**config.mk**
```make
export PLATFORM = sky130hd
export DESIGN_NAME = sda_ctrl
export DESIGN_NICKNAME = d
export VERILOG_FILES = /design/src/rtl/sda_pkg.sv /design/src/rtl/sda_ctrl.sv
export SDC_FILE = /design/constraint.sdc
export NUM_CORES = 1
export LEC_CHECK = 0
export ABC_AREA = 1
export ABC_CLOCK_PERIOD_IN_PS = 2260
export BUFFER_PORTS_ARGS = -buffer_cell sky130_fd_sc_hd__buf_2
export CORE_MARGIN = 8
export CORE_UTILIZATION = 55
export CTS_CLUSTER_DIAMETER = 50
export DETAILED_ROUTE_END_ITERATION = 7
export GPL_TIMING_DRIVEN = 0
export PLACE_DENSITY_LB_ADDON = 0.08
export SYNTH_ARGS = -nofsm -noshare
export SYNTH_HDL_FRONTEND = slang
export SYNTH_SLANG_ARGS = --single-unit
```
**constraint.sdc**
```tcl
create_clock -name clk -period 2.26 [get_ports clk]
set_clock_uncertainty 0.1 [all_clocks]
set_input_delay 0.339 -clock clk [delete_from_list [all_inputs] [get_ports clk]]
set_output_delay 0.339 -clock clk [all_outputs]
set_load 0.02 [all_outputs]
```
**src/rtl/sda_pkg.sv**
```systemverilog
package sda_pkg;

    // Fixed field widths and defaults
    localparam int FRAC_BITS_DEF = 30;
    localparam int DIR_W         = 32;
    localparam int THR_W         = 40;
    localparam int CFG_IDX_W     = 1;
    localparam int Q_BITS        = 62;
    localparam int ALPHA_W       = 63;

    // Configuration register indexes
    localparam logic [CFG_IDX_W-1:0] CFG_PARALLEL_THR = 1'b0;
    localparam logic [CFG_IDX_W-1:0] CFG_SINGULAR_THR = 1'b1;

    // Threshold values after reset
    localparam logic [THR_W-1:0] PARALLEL_THR_RST = 40'd1152922;
    localparam logic [THR_W-1:0] SINGULAR_THR_RST = 40'd115292;

    typedef struct packed {
        logic                    first;
        logic                    last;
        logic signed [DIR_W-1:0] dir_x;
        logic signed [DIR_W-1:0] dir_y;
        logic signed [DIR_W-1:0] dir_z;
    } sda_in_t;

    typedef struct packed {
        logic signed [DIR_W-1:0] avg_x;
        logic signed [DIR_W-1:0] avg_y;
        logic signed [DIR_W-1:0] avg_z;
        logic                    failed;
    } sda_out_t;

    // Datapath operations, one per cycle
    typedef enum logic [4:0] {
        OP_NOP,
        OP_LOAD,
        OP_MUL,
        OP_ACC_LOAD,
        OP_ACC_ADD,
        OP_ACC_SUB,
        OP_ACC_LOAD_HI,
        OP_WB_C,
        OP_WB_LEN,
        OP_WB_NUM,
        OP_WB_V,
        OP_WB_NV,
        OP_MIDPOINT,
        OP_SET_FAIL,
        OP_DIV_START,
        OP_ALPHA,
        OP_COMMIT,
        OP_EMIT
    } dp_op_t;

    // Multiplier operand pairs
    typedef enum logic [2:0] {
        SEL_AD,
        SEL_CC,
        SEL_DAD,
        SEL_AC,
        SEL_VAH,
        SEL_VAL
    } mul_sel_t;

    typedef enum logic [3:0] {
        ST_IDLE,
        ST_CROSS,
        ST_LEN,
        ST_TEST,
        ST_NUM,
        ST_DIV_START,
        ST_DIV_WAIT,
        ST_ALPHA,
        ST_CORR,
        ST_COMMIT,
        ST_EMIT
    } state_t;

    typedef struct packed {
        dp_op_t     op;
        mul_sel_t   sel;
        logic [1:0] ia;
        logic [1:0] ib;
    } dp_cmd_t;

    typedef struct packed {
        logic len_le_par;
        logic len_le_sing;
        logic div_done;
        logic out_free;
    } dp_stat_t;

    // Cyclic successors of a vector component index
    function automatic logic [1:0] comp_next1(input logic [1:0] i);
        logic [1:0] r;
        case (i)
            2'd0:    r = 2'd1;
            2'd1:    r = 2'd2;
            default: r = 2'd0;
        endcase
        return r;
    endfunction

    function automatic logic [1:0] comp_next2(input logic [1:0] i);
        logic [1:0] r;
        case (i)
            2'd0:    r = 2'd2;
            2'd1:    r = 2'd0;
            default: r = 2'd1;
        endcase
        return r;
    endfunction

endpackage

```
**src/rtl/sda_ctrl.sv**
```systemverilog
module sda_ctrl
    import sda_pkg::*;
(
    input  logic     clk,
    input  logic     rst_n,
    input  logic     in_valid,
    input  logic     in_first,
    input  logic     in_last,
    output logic     in_ready,
    input  dp_stat_t stat,
    output dp_cmd_t  cmd
);

    state_t     state_reg, state_next;
    logic [1:0] comp_reg, comp_next;
    logic [3:0] step_reg, step_next;
    logic       last_reg, last_next;
    logic [1:0] cj, ck;

    // Registers
    always_ff @(posedge clk or negedge rst_n)
    begin
        if (!rst_n)
        begin
            state_reg <= ST_IDLE;
            comp_reg  <= '0;
            step_reg  <= '0;
            last_reg  <= 1'b0;
        end
        else
        begin
            state_reg <= state_next;
            comp_reg  <= comp_next;
            step_reg  <= step_next;
            last_reg  <= last_next;
        end
    end

    assign cj = comp_next1(comp_reg);
    assign ck = comp_next2(comp_reg);

    // Next state and datapath commands
    always_comb
    begin
        state_next = state_reg;
        comp_next  = comp_reg;
        step_next  = step_reg;
        last_next  = last_reg;
        in_ready   = 1'b0;
        cmd.op     = OP_NOP;
        cmd.sel    = SEL_AD;
        cmd.ia     = comp_reg;
        cmd.ib     = comp_reg;
        case (state_reg)
            ST_IDLE:
            begin
                in_ready = 1'b1;
                if (in_valid)
                begin
                    cmd.op    = OP_LOAD;
                    last_next = in_last;
                    comp_next = '0;
                    step_next = '0;
                    if (in_first)
                        state_next = in_last ? ST_EMIT : ST_IDLE;
                    else
                        state_next = ST_CROSS;
                end
            end
            // Cross product with the running average, one component at a time.
            ST_CROSS:
            begin
                step_next = step_reg + 1'b1;
                case (step_reg)
                    4'd0:
                    begin
                        cmd.op = OP_MUL;
                        cmd.ia = cj;
                        cmd.ib = ck;
                    end
                    4'd1: cmd.op = OP_ACC_LOAD;
                    4'd2:
                    begin
                        cmd.op = OP_MUL;
                        cmd.ia = ck;
                        cmd.ib = cj;
                    end
                    4'd3: cmd.op = OP_ACC_SUB;
                    default:
                    begin
                        cmd.op    = OP_WB_C;
                        step_next = '0;
                        if (comp_reg == 2'd2)
                        begin
                            comp_next  = '0;
                            state_next = ST_LEN;
                        end
                        else
                            comp_next = comp_reg + 1'b1;
                    end
                endcase
            end
            // Squared length of the cross product.
            ST_LEN:
            begin
                cmd.sel = SEL_CC;
                case (step_reg)
                    4'd0:
                    begin
                        cmd.op    = OP_MUL;
                        step_next = 4'd1;
                    end
                    4'd1:
                    begin
                        cmd.op = (comp_reg == 2'd0) ? OP_ACC_LOAD : OP_ACC_ADD;
                        if (comp_reg == 2'd2)
                            step_next = 4'd2;
                        else
                        begin
                            step_next = '0;
                            comp_next = comp_reg + 1'b1;
                        end
                    end
                    default:
                    begin
                        cmd.op     = OP_WB_LEN;
                        step_next  = '0;
                        comp_next  = '0;
                        state_next = ST_TEST;
                    end
                endcase
            end
            ST_TEST:
            begin
                if (stat.len_le_par)
                begin
                    cmd.op     = OP_MIDPOINT;
                    state_next = last_reg ? ST_EMIT : ST_IDLE;
                end
                else if (stat.len_le_sing)
                begin
                    cmd.op     = OP_SET_FAIL;
                    state_next = last_reg ? ST_EMIT : ST_IDLE;
                end
                else
                    state_next = ST_NUM;
            end
            // Numerator of the correction factor.
            ST_NUM:
            begin
                cmd.sel = SEL_DAD;
                case (step_reg)
                    4'd0:
                    begin
                        cmd.op    = OP_MUL;
                        step_next = 4'd1;
                    end
                    4'd1:
                    begin
                        cmd.op = (comp_reg == 2'd0) ? OP_ACC_LOAD : OP_ACC_ADD;
                        if (comp_reg == 2'd2)
                            step_next = 4'd2;
                        else
                        begin
                            step_next = '0;
                            comp_next = comp_reg + 1'b1;
                        end
                    end
                    default:
                    begin
                        cmd.op     = OP_WB_NUM;
                        step_next  = '0;
                        comp_next  = '0;
                        state_next = ST_DIV_START;
                    end
                endcase
            end
            ST_DIV_START:
            begin
                cmd.op     = OP_DIV_START;
                state_next = ST_DIV_WAIT;
            end
            ST_DIV_WAIT:
            begin
                if (stat.div_done)
                    state_next = ST_ALPHA;
            end
            ST_ALPHA:
            begin
                cmd.op     = OP_ALPHA;
                comp_next  = '0;
                step_next  = '0;
                state_next = ST_CORR;
            end
            // Second cross product, scaled by the factor and added on.
            ST_CORR:
            begin
                cmd.sel   = SEL_AC;
                step_next = step_reg + 1'b1;
                case (step_reg)
                    4'd0:
                    begin
                        cmd.op = OP_MUL;
                        cmd.ia = cj;
                        cmd.ib = ck;
                    end
                    4'd1: cmd.op = OP_ACC_LOAD;
                    4'd2:
                    begin
                        cmd.op = OP_MUL;
                        cmd.ia = ck;
                        cmd.ib = cj;
                    end
                    4'd3: cmd.op = OP_ACC_SUB;
                    4'd4: cmd.op = OP_WB_V;
                    4'd5:
                    begin
                        cmd.op  = OP_MUL;
                        cmd.sel = SEL_VAH;
                    end
                    4'd6: cmd.op = OP_ACC_LOAD_HI;
                    4'd7:
                    begin
                        cmd.op  = OP_MUL;
                        cmd.sel = SEL_VAL;
                    end
                    4'd8: cmd.op = OP_ACC_ADD;
                    default:
                    begin
                        cmd.op    = OP_WB_NV;
                        step_next = '0;
                        if (comp_reg == 2'd2)
                        begin
                            comp_next  = '0;
                            state_next = ST_COMMIT;
                        end
                        else
                            comp_next = comp_reg + 1'b1;
                    end
                endcase
            end
            ST_COMMIT:
            begin
                cmd.op     = OP_COMMIT;
                state_next = last_reg ? ST_EMIT : ST_IDLE;
            end
            ST_EMIT:
            begin
                if (stat.out_free)
                begin
                    cmd.op     = OP_EMIT;
                    state_next = ST_IDLE;
                end
            end
            default:
            begin
                state_next = ST_IDLE;
            end
        endcase
    end

endmodule

```
# After elaboration in Yosys (flattened, before gate mapping)

Cells that the tools add are included.

Add/sub/neg operators: 2
Mux-type cells: 45
Reduce and logical (&&, ||, !) cells: 15
Eq/ne operators: 31

Operator list:

| operator                                       | number |
|---|---|
| two-way mux 4 bit                              | 20 |
| case mux 5 bit (10 select lines)               | 1 |
| case mux 4 bit (11 select lines)               | 1 |
| == test 4 x 3 -> 1 bit (second input constant) | 8 |
| case mux 4 bit (2 select lines)                | 4 |
| case mux 4 bit (6 select lines)                | 1 |
| != test 2 bit (second input constant)          | 10 |
| case mux 4 bit (5 select lines)                | 1 |
| case mux 3 bit (3 select lines)                | 2 |
| == test 4 x 2 -> 1 bit (second input constant) | 4 |
| == test 4 bit (second input constant)          | 4 |
| two-way mux 2 bit                              | 6 |
| case mux 2 bit (2 select lines)                | 3 |
| case mux 2 bit (5 select lines)                | 1 |
| AND reduction 9 bit                            | 1 |
| OR reduction 9 bit                             | 1 |
| == test 4 x 1 -> 1 bit (second input constant) | 2 |
| logical NOT 4 bit                              | 2 |
| OR reduction 2 bit                             | 4 |
| OR reduction 4 bit                             | 2 |
| case mux 3 bit (2 select lines)                | 1 |
| AND reduction 6 bit                            | 1 |
| two-way mux 5 bit                              | 1 |
| nonzero test 5 bit                             | 1 |
| 9 further kinds                                | 11 |

Word-level logic and storage cells: 97
Input port bits: 9
Register bits after elaboration: 11
Output and inout port bits: 13

# Depth between registers and ports, before layout

Gate-level depths: netlist (run 1).

Word-level depth: 4
Mapped depth: 11
Depth with buffers taken out: 11

# Worst setup path after synthesis (run 1)

No wires, ideal clock.

Kind: flip-flop to output port
Start point: register state_reg[3]
End point: output cmd[10] (netlist bit)
Buffers on the path: 0
Path slack: 0.408 ns
Arrival time: 1.413 ns
Required time: 1.821 ns
Stages on the path, launching flop included: 6
Path through: dfrtp_1 nor2_2 nand2_1 nand2_4 inv_1 o21ai_0

RTL lines:

| element                  | RTL line       | RTL |
|---|---|---|
| start: declaration       | sda_ctrl.sv:14 | `state_t state_reg, state_next;` |
| start signal: assignment | sda_ctrl.sv:32 | `state_reg <= state_next;` |
| end: declaration         | sda_ctrl.sv:11 | `output dp_cmd_t cmd` |

==> flow_metrics.tcl, run 1 <==
set metrics [dict create \
    status "complete, but fails checks" \
    violations "setup timing" \
    place_congestion 0.931 \
    drive_gt1_frac 0.399 \
    cp-end-kind "output port" \
    io_pins 22 \
    crit_path_cell_trace "inv_4 > ha_4 > nand3_4 > nand2_2 > nor2_2 > nand2_4 > nand3_2 > nand2_1 > nand4_1 > buf_6" \
    layout_common_cells "52 x nand2_1, 24 x nand3_1, 21 x inv_1, 17 x buf_2, 15 x nand2_2" \
    pre_cts_slack_ns 0.203 \
    p_leak_nw 0.907 \
    placed_cell_area_um2 1450 \
    final_common_cell "nand2_1" \
    cp-startpoint "step_reg[0]$_DFFE_PN0P_" \
    area_growth_pct 36.0 \
    overflow 0 \
    synth_top_area_frac 0.210 \
    holdWs_ns 0.195 \
    synth_seq_area_share 0.210 \
    finalCriticalPeriod_ns 2.35 \
    grt_pass1_wl_mm 6.14 \
    first_iter_violations 132 \
    firstDrtPassIters 6 \
    worst_slack_ns -0.0928 \
    grt_pass1_vias 1386 \
    synth-warning-count 0 \
    cap_violations 0 \
    timing.rr.start "step_reg[0]$_DFFE_PN0P_" \
    clock_latency_ns 0.29 \
    path_max_fanout 5 \
    dieArea_um2 4200 \
    drc_errors 0 \
    worst_pin_slew_ns 0.341 \
    worst_ir_drop_vdd_mv 1.11 \
    synth-compound-area-share 0.0906 \
    syn_area_um2 1310 \
    cts_tree "built" \
    critical_path.startpoint_type "register" \
    fp.dieH_um 64.8 \
    fmax_ghz 0.425 \
    numCtsBuffers 3 \
    synth_cells 213 \
    synth_area_leaders "dfrtp_1 21%, nand2_1 18%, nand3_1 11%" \
    fin_util 0.798 \
    setup_viol 3 \
    r2r_slack_ns 0.35 \
    avgSynthCellArea_um2 6.16 \
    core_area_um2 2230 \
    htree_num_levels 1 \
    synthAdderAreaFrac 0.0859 \
    rsz0062_at_grt "yes" \
    synth.mux.area_fraction 0.00859 \
    clk_pin_slew_worst_paths_ns 0.09 \
    vias 1606 \
    relSlewSlack 0.773 \
    hp-class "input port to register" \
    synth_top_area_cell "dfrtp_1" \
    worstSetupPathType "register to output port" \
    antenna_left 0 \
    wl_mm 4.31 \
    totalPowerFinal_mw 2.85 \
    cp.arrival_ns 1.91 \
    synthXorXnorAreaFrac 0.0134 \
    p_per_area_nw_per_um2 1600 \
    grt_max_degree 12 \
    rows 17 \
    post-route-period-util 1.04 \
    cts_buffer_depth 2 \
    synthSimpleGateAreaFrac 0.502 \
    initial_core_util 0.587 \
    synth-seq-cells 11 \
    syn_nets 231 \
    slowest_stage "dfrtp_2" \
    dp_hpwl_mm 2.83 \
    min_from "in_last" \
    io_buffers 21 \
    design_area_um2 1780 \
    drv_slew 0 \
    cpPeakStageDelay_ns 0.49 \
    wl_per_cell_um 15.6 \
    antennaDiodeCount 0 \
    hold_violations 0 \
    antenna_found_initial 0 \
    track_usage 0.178 \
    vias_per_cell 5.82 \
    layout.nets 267 \
    synthDistinctLibCells 24 \
    clock_sinks 11 \
    cts_root_buf "clkbuf_4" \
    required_ns 1.82 \
    synth_top_family_by_area "simple AND/OR/NAND/NOR gates" \
    fp.dieW_um 64.8 \
]
==> critical path: cells and delay by family, from the launching register on <==
kind	cells	cell delay [ns]
and+or+nand+nor	7	0.66
buffers and inverters	2	0.29
adders and majority gates	1	0.19
DFF	1	0.49
==> cells by family (layout without fill, tap and decap cells) <==
kind of cell,after synthesis,count (layout)
AO/OA/AOI/OAI,21,21
XOR/XNOR,2,2
adder cells (fa/ha/maj),9,9
buffers and inverters,31,66
flip-flops,11,11
multiplexers,1,1
AND/OR/NAND/NOR,138,138
==> area by class of cell <==
type | instances | area (um2)
clock buffers | 3 | 22.5
clock inverters | 1 | 5.00
fillers | 162 | 450
inverters | 30 | 120
multi-input cells | 171 | 1100
flip-flops and latches | 11 | 285
well taps | 28 | 35.0
repair buffers | 32 | 211
==> metal layers <==
metal  track usage  share of wire
met1         0.229           0.42
met2         0.280           0.47
met3        0.0430          0.066
met4        0.0708          0.042
met5             0              0
==> timing repair <==
action,4_1_cts,5_1_grt
hold buffers,1,0
setup buffers,5,5
pin swaps,2,15
endpoints found under the setup margin,8,8
gates resized for setup,20,45
hold endpoints to repair,11,0
==> Yosys cell counts <==
cell / instances
a21oi_1: 5
xor2_1: 2
nand2_2: 7
o21ai_1: 3
inv_2: 6
o21ai_2: 1
nand4_1: 7
nand3b_1: 4
dfrtp_1: 11
o22ai_1: 2
inv_1: 24
nor2_4: 1
nand3_1: 28
ha_1: 9
nor2_2: 7
nand2_1: 63
mux2_2: 1
nand2_4: 3
o211ai_1: 3
nor2_1: 16
buf_2: 1
nand3_2: 1
o21ai_0: 7
nor3_1: 1
==> stage by stage <==
step                      cells  setup TNS [ns]
after floorplan             213               0
after global placement      262               0
after detailed placement    262               0
after CTS                   272               0
after global routing        276          -0.443
final                       276          -0.179
==> worst paths after layout <==
kind,end,cells after the start
min in group asynchronous,state_reg[2]$_DFFE_PN0P_,2
worst max register to register,comp_reg[0]$_DFFE_PN0P_,11
worst max-delay path,cmd[8],10
max in group asynchronous,step_reg[0]$_DFFE_PN0P_,2
worst min-delay path,last_reg$_DFFE_PN0P_,2
worst min register to register,last_reg$_DFFE_PN0P_,1
==> where the power goes <==
group,internal (mW),leakage [nW],total (mW),switching (mW)
Clock,0.0658,0.0177,0.152,0.0864
Combinational,0.834,0.757,2.28,1.45
Sequential,0.282,0.133,0.423,0.141
Total,1.18,0.907,2.85,1.67
Power figures use the tool's default switching activity.
==> inputs of run 2 (changes only) <==
--- a/config.mk
+++ b/config.mk
@@ -13,6 +13,7 @@
 export CTS_CLUSTER_DIAMETER = 50
 export DETAILED_ROUTE_END_ITERATION = 7
 export GPL_TIMING_DRIVEN = 0
+export HOLD_SLACK_MARGIN = 0.05
 export PLACE_DENSITY_LB_ADDON = 0.08
 export SYNTH_ARGS = -nofsm -noshare
 export SYNTH_HDL_FRONTEND = slang
==> constraint.sdc (replaced) <==
create_clock -name clk -period 2.26 [get_ports clk]
set_clock_uncertainty 0.1 [all_clocks]
set_input_delay 0.339 -clock clk [delete_from_list [all_inputs] [get_ports clk]]
set_output_delay 0.339 -clock clk [all_outputs]
set_load 0.01 [all_outputs]
==> flow_metrics.tcl, run 2 (synthesis gave the netlist of run 1 again) <==
set metrics [dict create \
    layout.nets 265 \
    first_iter_violations 94 \
    drive_gt1_frac 0.354 \
    dieArea_um2 4200 \
    register_area_um2 284 \
    critical_path.most_common_cell "nand2_2" \
    final_common_cell "nand2_1" \
    firstDrtPassIters 4 \
    layout_common_cells "56 x nand2_1, 26 x nand3_1, 22 x inv_1, 21 x buf_2, 14 x nand2_2" \
    io_pins 22 \
    fp.dieH_um 64.8 \
    cp-end-kind "output port" \
    dp_hpwl_mm 2.83 \
    cts_tree "built" \
    multi_input_area_um2 1040 \
    wl_mm 3.84 \
    crit_path_cell_trace "inv_4 > ha_4 > nand3_2 > nand2_1 > nor2_1 > nand2_2 > nand2_2 > a21oi_2 > o21ai_1 > buf_2" \
    grt_pass1_wl_mm 5.93 \
    clock_latency_ns 0.28 \
    critPathTopFamily "flip-flops" \
    rsz0062_at_grt "yes" \
    totalPowerFinal_mw 2.42 \
    slowest_stage "dfrtp_2" \
    vias 1554 \
    grtUsageMet2 0.273 \
    clock_sinks 11 \
    grt-busiest-layer "met2" \
    placed_cell_area_um2 1450 \
    numCtsBuffers 3 \
    finalCriticalPeriod_ns 2.26 \
    worst_pin_slew_ns 0.327 \
    core_area_um2 2230 \
    cpPeakStageDelay_ns 0.49 \
    place_congestion 0.931 \
    relSlewSlack 0.782 \
    wl_per_cell_um 14.0 \
    fp.dieW_um 64.8 \
    critical_path.startpoint_type "register" \
    track_usage 0.172 \
    grt_max_degree 12 \
    met1_usage 0.220 \
    required_ns 1.82 \
    cts_root_buf "clkbuf_4" \
    setup_viol 1 \
    status "complete, but fails checks" \
    worst-path-buf-inv 2 \
    grt_pass1_vias 1341 \
    fill_cells 192 \
    htree_num_levels 1 \
    fmax_ghz 0.442 \
    violations "setup timing" \
    hp-class "input port to register" \
    p_per_area_nw_per_um2 1440 \
    antenna_left 0 \
    cp.arrival_ns 1.82 \
    clk_pin_slew_worst_paths_ns 0.08 \
    antenna_found_initial 0 \
    antennaDiodeCount 0 \
    drv_slew 0 \
    holdWs_ns 0.204 \
    cts_buffer_depth 2 \
    p_leak_nw 0.879 \
    initial_core_util 0.587 \
    io_buffers 21 \
    pre_cts_slack_ns 0.231 \
    path_max_fanout 5 \
    vias_per_cell 5.67 \
    hold_violations 0 \
    worst_slack_ns -0.00156 \
    worstSetupPathType "register to output port" \
    overflow 0 \
    design_area_um2 1680 \
    use_met3 0.0464 \
    rows 17 \
    cap_violations 0 \
    post-route-period-util 1.00 \
    drc_errors 0 \
    area_growth_pct 28.4 \
    fin_tns_setup_ns -0.00156 \
    worst_ir_drop_vdd_mv 1.07 \
]
[run 2: timing repair]
| action | CTS | global route |
|---|---|---|
| setup endpoints to repair | 8 | 8 |
| endpoints found under the hold margin | 11 | 0 |
| resized for setup | 9 | 33 |
| buffers inserted | 4 | 4 |
| pin swaps | 1 | 10 |
| hold buffers | 1 | 0 |
[run 2: cell type report]
| class | instances | area share |
|---|---|---|
| Multi-Input combinational cell | 171 | 0.617 |
| Sequential cell | 11 | 0.169 |
| Timing Repair Buffer | 30 | 0.106 |
| Inverter | 30 | 0.0713 |
| Tap cell | 28 | 0.0208 |
| Clock buffer | 3 | 0.0134 |
| Clock inverter | 1 | 0.00297 |
[run 2: stage by stage]
stage / util / instances
6_report: 0.754 / 274
5_1_grt: 0.754 / 274
4_1_cts: 0.690 / 271
3_5_place_dp: 0.650 / 262
3_3_place_gp: 0.650 / 262
2_1_floorplan: - / 213
[run 2: final timing paths]
| kind | cells past startpoint | endpoint | slack, ns | startpoint |
|---|---|---|---|---|
| max reg2reg | 11 | comp_reg[0]$_DFFE_PN0P_ | 0.35 | step_reg[1]$_DFFE_PN0P_ |
| min in group asynchronous | 2 | state_reg[2]$_DFFE_PN0P_ | 0.36 | rst_n |
| max in group asynchronous | 2 | step_reg[1]$_DFFE_PN0P_ | 1.46 | rst_n |
| min reg2reg | 1 | last_reg$_DFFE_PN0P_ | 0.45 | last_reg$_DFFE_PN0P_ |
| max | 10 | cmd[10] | -0.002 | step_reg[1]$_DFFE_PN0P_ |
| min | 2 | last_reg$_DFFE_PN0P_ | 0.20 | in_last |
[run 2: report_power, final]
group / total, mW / switching (mW) / internal, mW
clock: 0.147 / 0.0809 / 0.0657
combinational: 1.87 / 1.17 / 0.700
sequential: 0.399 / 0.124 / 0.275
[run 2: layer usage]
layer	vias to the layer above	share of wire
met4	0	0.025
met1	715	0.43
met3	12	0.071
li1	763	-
met2	64	0.47
met5	-	0
==> inputs of run 3 (changes only) <==
--- a/config.mk
+++ b/config.mk
@@ -11,10 +11,12 @@
 export CORE_MARGIN = 8
 export CORE_UTILIZATION = 55
 export CTS_CLUSTER_DIAMETER = 50
+export CTS_CLUSTER_SIZE = 14
 export DETAILED_ROUTE_END_ITERATION = 7
 export GPL_TIMING_DRIVEN = 0
 export HOLD_SLACK_MARGIN = 0.05
 export PLACE_DENSITY_LB_ADDON = 0.08
+export RECOVER_POWER = 25
 export SYNTH_ARGS = -nofsm -noshare
 export SYNTH_HDL_FRONTEND = slang
 export SYNTH_SLANG_ARGS = --single-unit
==> flow_metrics.tcl, run 3 (synthesis gave the netlist of run 1 again) <==
set metrics [dict create \
    status "complete, but fails checks" \
    violations "setup timing" \
    grt_pass1_vias 1341 \
    p_sw_frac 0.570 \
    antenna_left 0 \
    relSlewSlack 0.554 \
    reg2reg_to "comp_reg[0]$_DFFE_PN0P_" \
    fin_tns_setup_ns -0.0171 \
    pwr-share-clk 0.061 \
    cap_violations 0 \
    cts_buffer_depth 2 \
    place_congestion 0.931 \
    fp.dieH_um 64.8 \
    htree_num_levels 1 \
    finalCriticalPeriod_ns 2.27 \
    min_from "in_last" \
    power.switching_mw 1.38 \
    drv_slew 0 \
    cts_tree "built" \
    critical_path.startpoint_type "register" \
    cpPeakStageDelay_ns 0.50 \
    firstDrtPassIters 4 \
    setup_viol 3 \
    worst_slack_ns -0.00834 \
    p_int_mw 1.04 \
    cp-end-kind "output port" \
    clock_latency_ns 0.28 \
    worst_ir_drop_vdd_mv 1.07 \
    vias_per_cell 5.66 \
    timing.rr.start "step_reg[1]$_DFFE_PN0P_" \
    pre_cts_slack_ns 0.231 \
    wl_per_cell_um 14.0 \
    required_ns 1.82 \
    cp.arrival_ns 1.83 \
    grt_max_degree 12 \
    drive_gt1_frac 0.350 \
    critPathTopFamily "simple AND/OR/NAND/NOR gates" \
    p_leak_nw 0.877 \
    fp.dieW_um 64.8 \
    first_iter_violations 94 \
    layout_common_cells "56 x nand2_1, 26 x nand3_1, 22 x inv_1, 20 x buf_2, 14 x nand2_2" \
    io_buffers 21 \
    rsz0062_at_grt "yes" \
    overflow 0 \
    combPwrFrac 0.774 \
    slowest_stage "dfrtp_1" \
    drc_errors 0 \
    worstSetupPathType "register to output port" \
    fmax_ghz 0.441 \
    clock_sinks 11 \
    layout.nets 265 \
    grt_pass1_wl_mm 5.93 \
    r2r_slack_ns 0.35 \
    seqPwrFrac 0.165 \
    rows 17 \
    initial_core_util 0.587 \
    post-route-period-util 1.00 \
    holdPathStages 2 \
    placed_cell_area_um2 1450 \
    core_area_um2 2230 \
    p_per_area_nw_per_um2 1440 \
    worst-path-buf-inv 2 \
    antenna_found_initial 0 \
    cts_root_buf "clkbuf_4" \
    path_max_fanout 6 \
    numCtsBuffers 3 \
    hp-class "input port to register" \
    final_common_cell "nand2_1" \
    dp_hpwl_mm 2.83 \
    hold_violations 0 \
    dieArea_um2 4200 \
    io_pins 22 \
    clk_pin_slew_worst_paths_ns 0.08 \
    area_growth_pct 28.3 \
    worst_pin_slew_ns 0.669 \
    crit_path_cell_trace "nor2_4 > inv_1 > nor2_1 > o21ai_1 > nand2_1 > nand3_1 > buf_2" \
    holdPathEnd "last_reg$_DFFE_PN0P_" \
    design_area_um2 1680 \
    track_usage 0.172 \
    r2r_cells 11 \
    vias 1552 \
    wl_mm 3.85 \
    fin_util 0.754 \
    totalPowerFinal_mw 2.42 \
    antennaDiodeCount 0 \
]
## run 3: how the worst max path moves through the flow
stage,cells past startpoint,from,slack (ns),end
floorplan,9,step_reg[0]$_DFFE_PN0P_,0.50,cmd[7]
global placement,10,step_reg[0]$_DFFE_PN0P_,0.24,cmd[10]
detailed placement,10,step_reg[0]$_DFFE_PN0P_,0.23,cmd[10]
CTS,10,step_reg[1]$_DFFE_PN0P_,0.0008,cmd[9]
global route,10,step_reg[2]$_DFFE_PN0P_,-0.09,cmd[10]
finish,7,step_reg[3]$_DFFE_PN0P_,-0.008,cmd[0]
## run 3: power by group through the flow
stage                     Sequential [mW]  Combinational [mW]  Clock [mW]
final                               0.399                1.87       0.147
after CTS                           0.385                1.74       0.151
after floorplan                     0.354                1.24           0
after global placement              0.372                1.63           0
after detailed placement            0.379                1.66           0
after global routing                0.411                2.07       0.159
## run 3: worst register-to-register path, stage by stage (launching register included)
cell and delay (ns):
dfrtp_2 0.47, inv_4 0.07, ha_4 0.19, o21ai_4 0.19, nand2_2 0.10, inv_2 0.06, nand2_2 0.08, buf_4 0.15
nand2_2 0.09, nand2_4 0.08, o21ai_1 0.15, nand2_1 0.07
## run 3: final cells by class
cell class | instances | area [um2]
repair buffers | 30 | 178
well taps | 28 | 35.0
clock buffers | 3 | 22.5
clock inverters | 1 | 5.00
multi-input cells | 171 | 1040
fillers | 191 | 551
inverters | 30 | 120
flip-flops and latches | 11 | 284
## run 3: stage by stage
| stage | hold WS, ns | instances |
|---|---|---|
| 2_1_floorplan | -0.0566 | 213 |
| 3_3_place_gp | 0.133 | 262 |
| 3_5_place_dp | 0.133 | 262 |
| 4_1_cts | 0.196 | 271 |
| 5_1_grt | 0.198 | 274 |
| 6_report | 0.204 | 274 |
## run 3: per-layer routing
metal,vias to the layer above,part of all wire,GRT usage
met5,-,0,0
met4,0,0.025,0.0572
met3,12,0.068,0.0464
met2,62,0.47,0.273
met1,714,0.44,0.220
li1,764,-,-
## run 3: what timing repair did
action / 4_1_cts / 5_1_grt
pin swaps: 1 / 10
setup buffers: 4 / 4
endpoints found under the setup margin: 8 / 8
hold buffers: 1 / 0
resized for setup: 9 / 33
endpoints found under the hold margin: 11 / 0
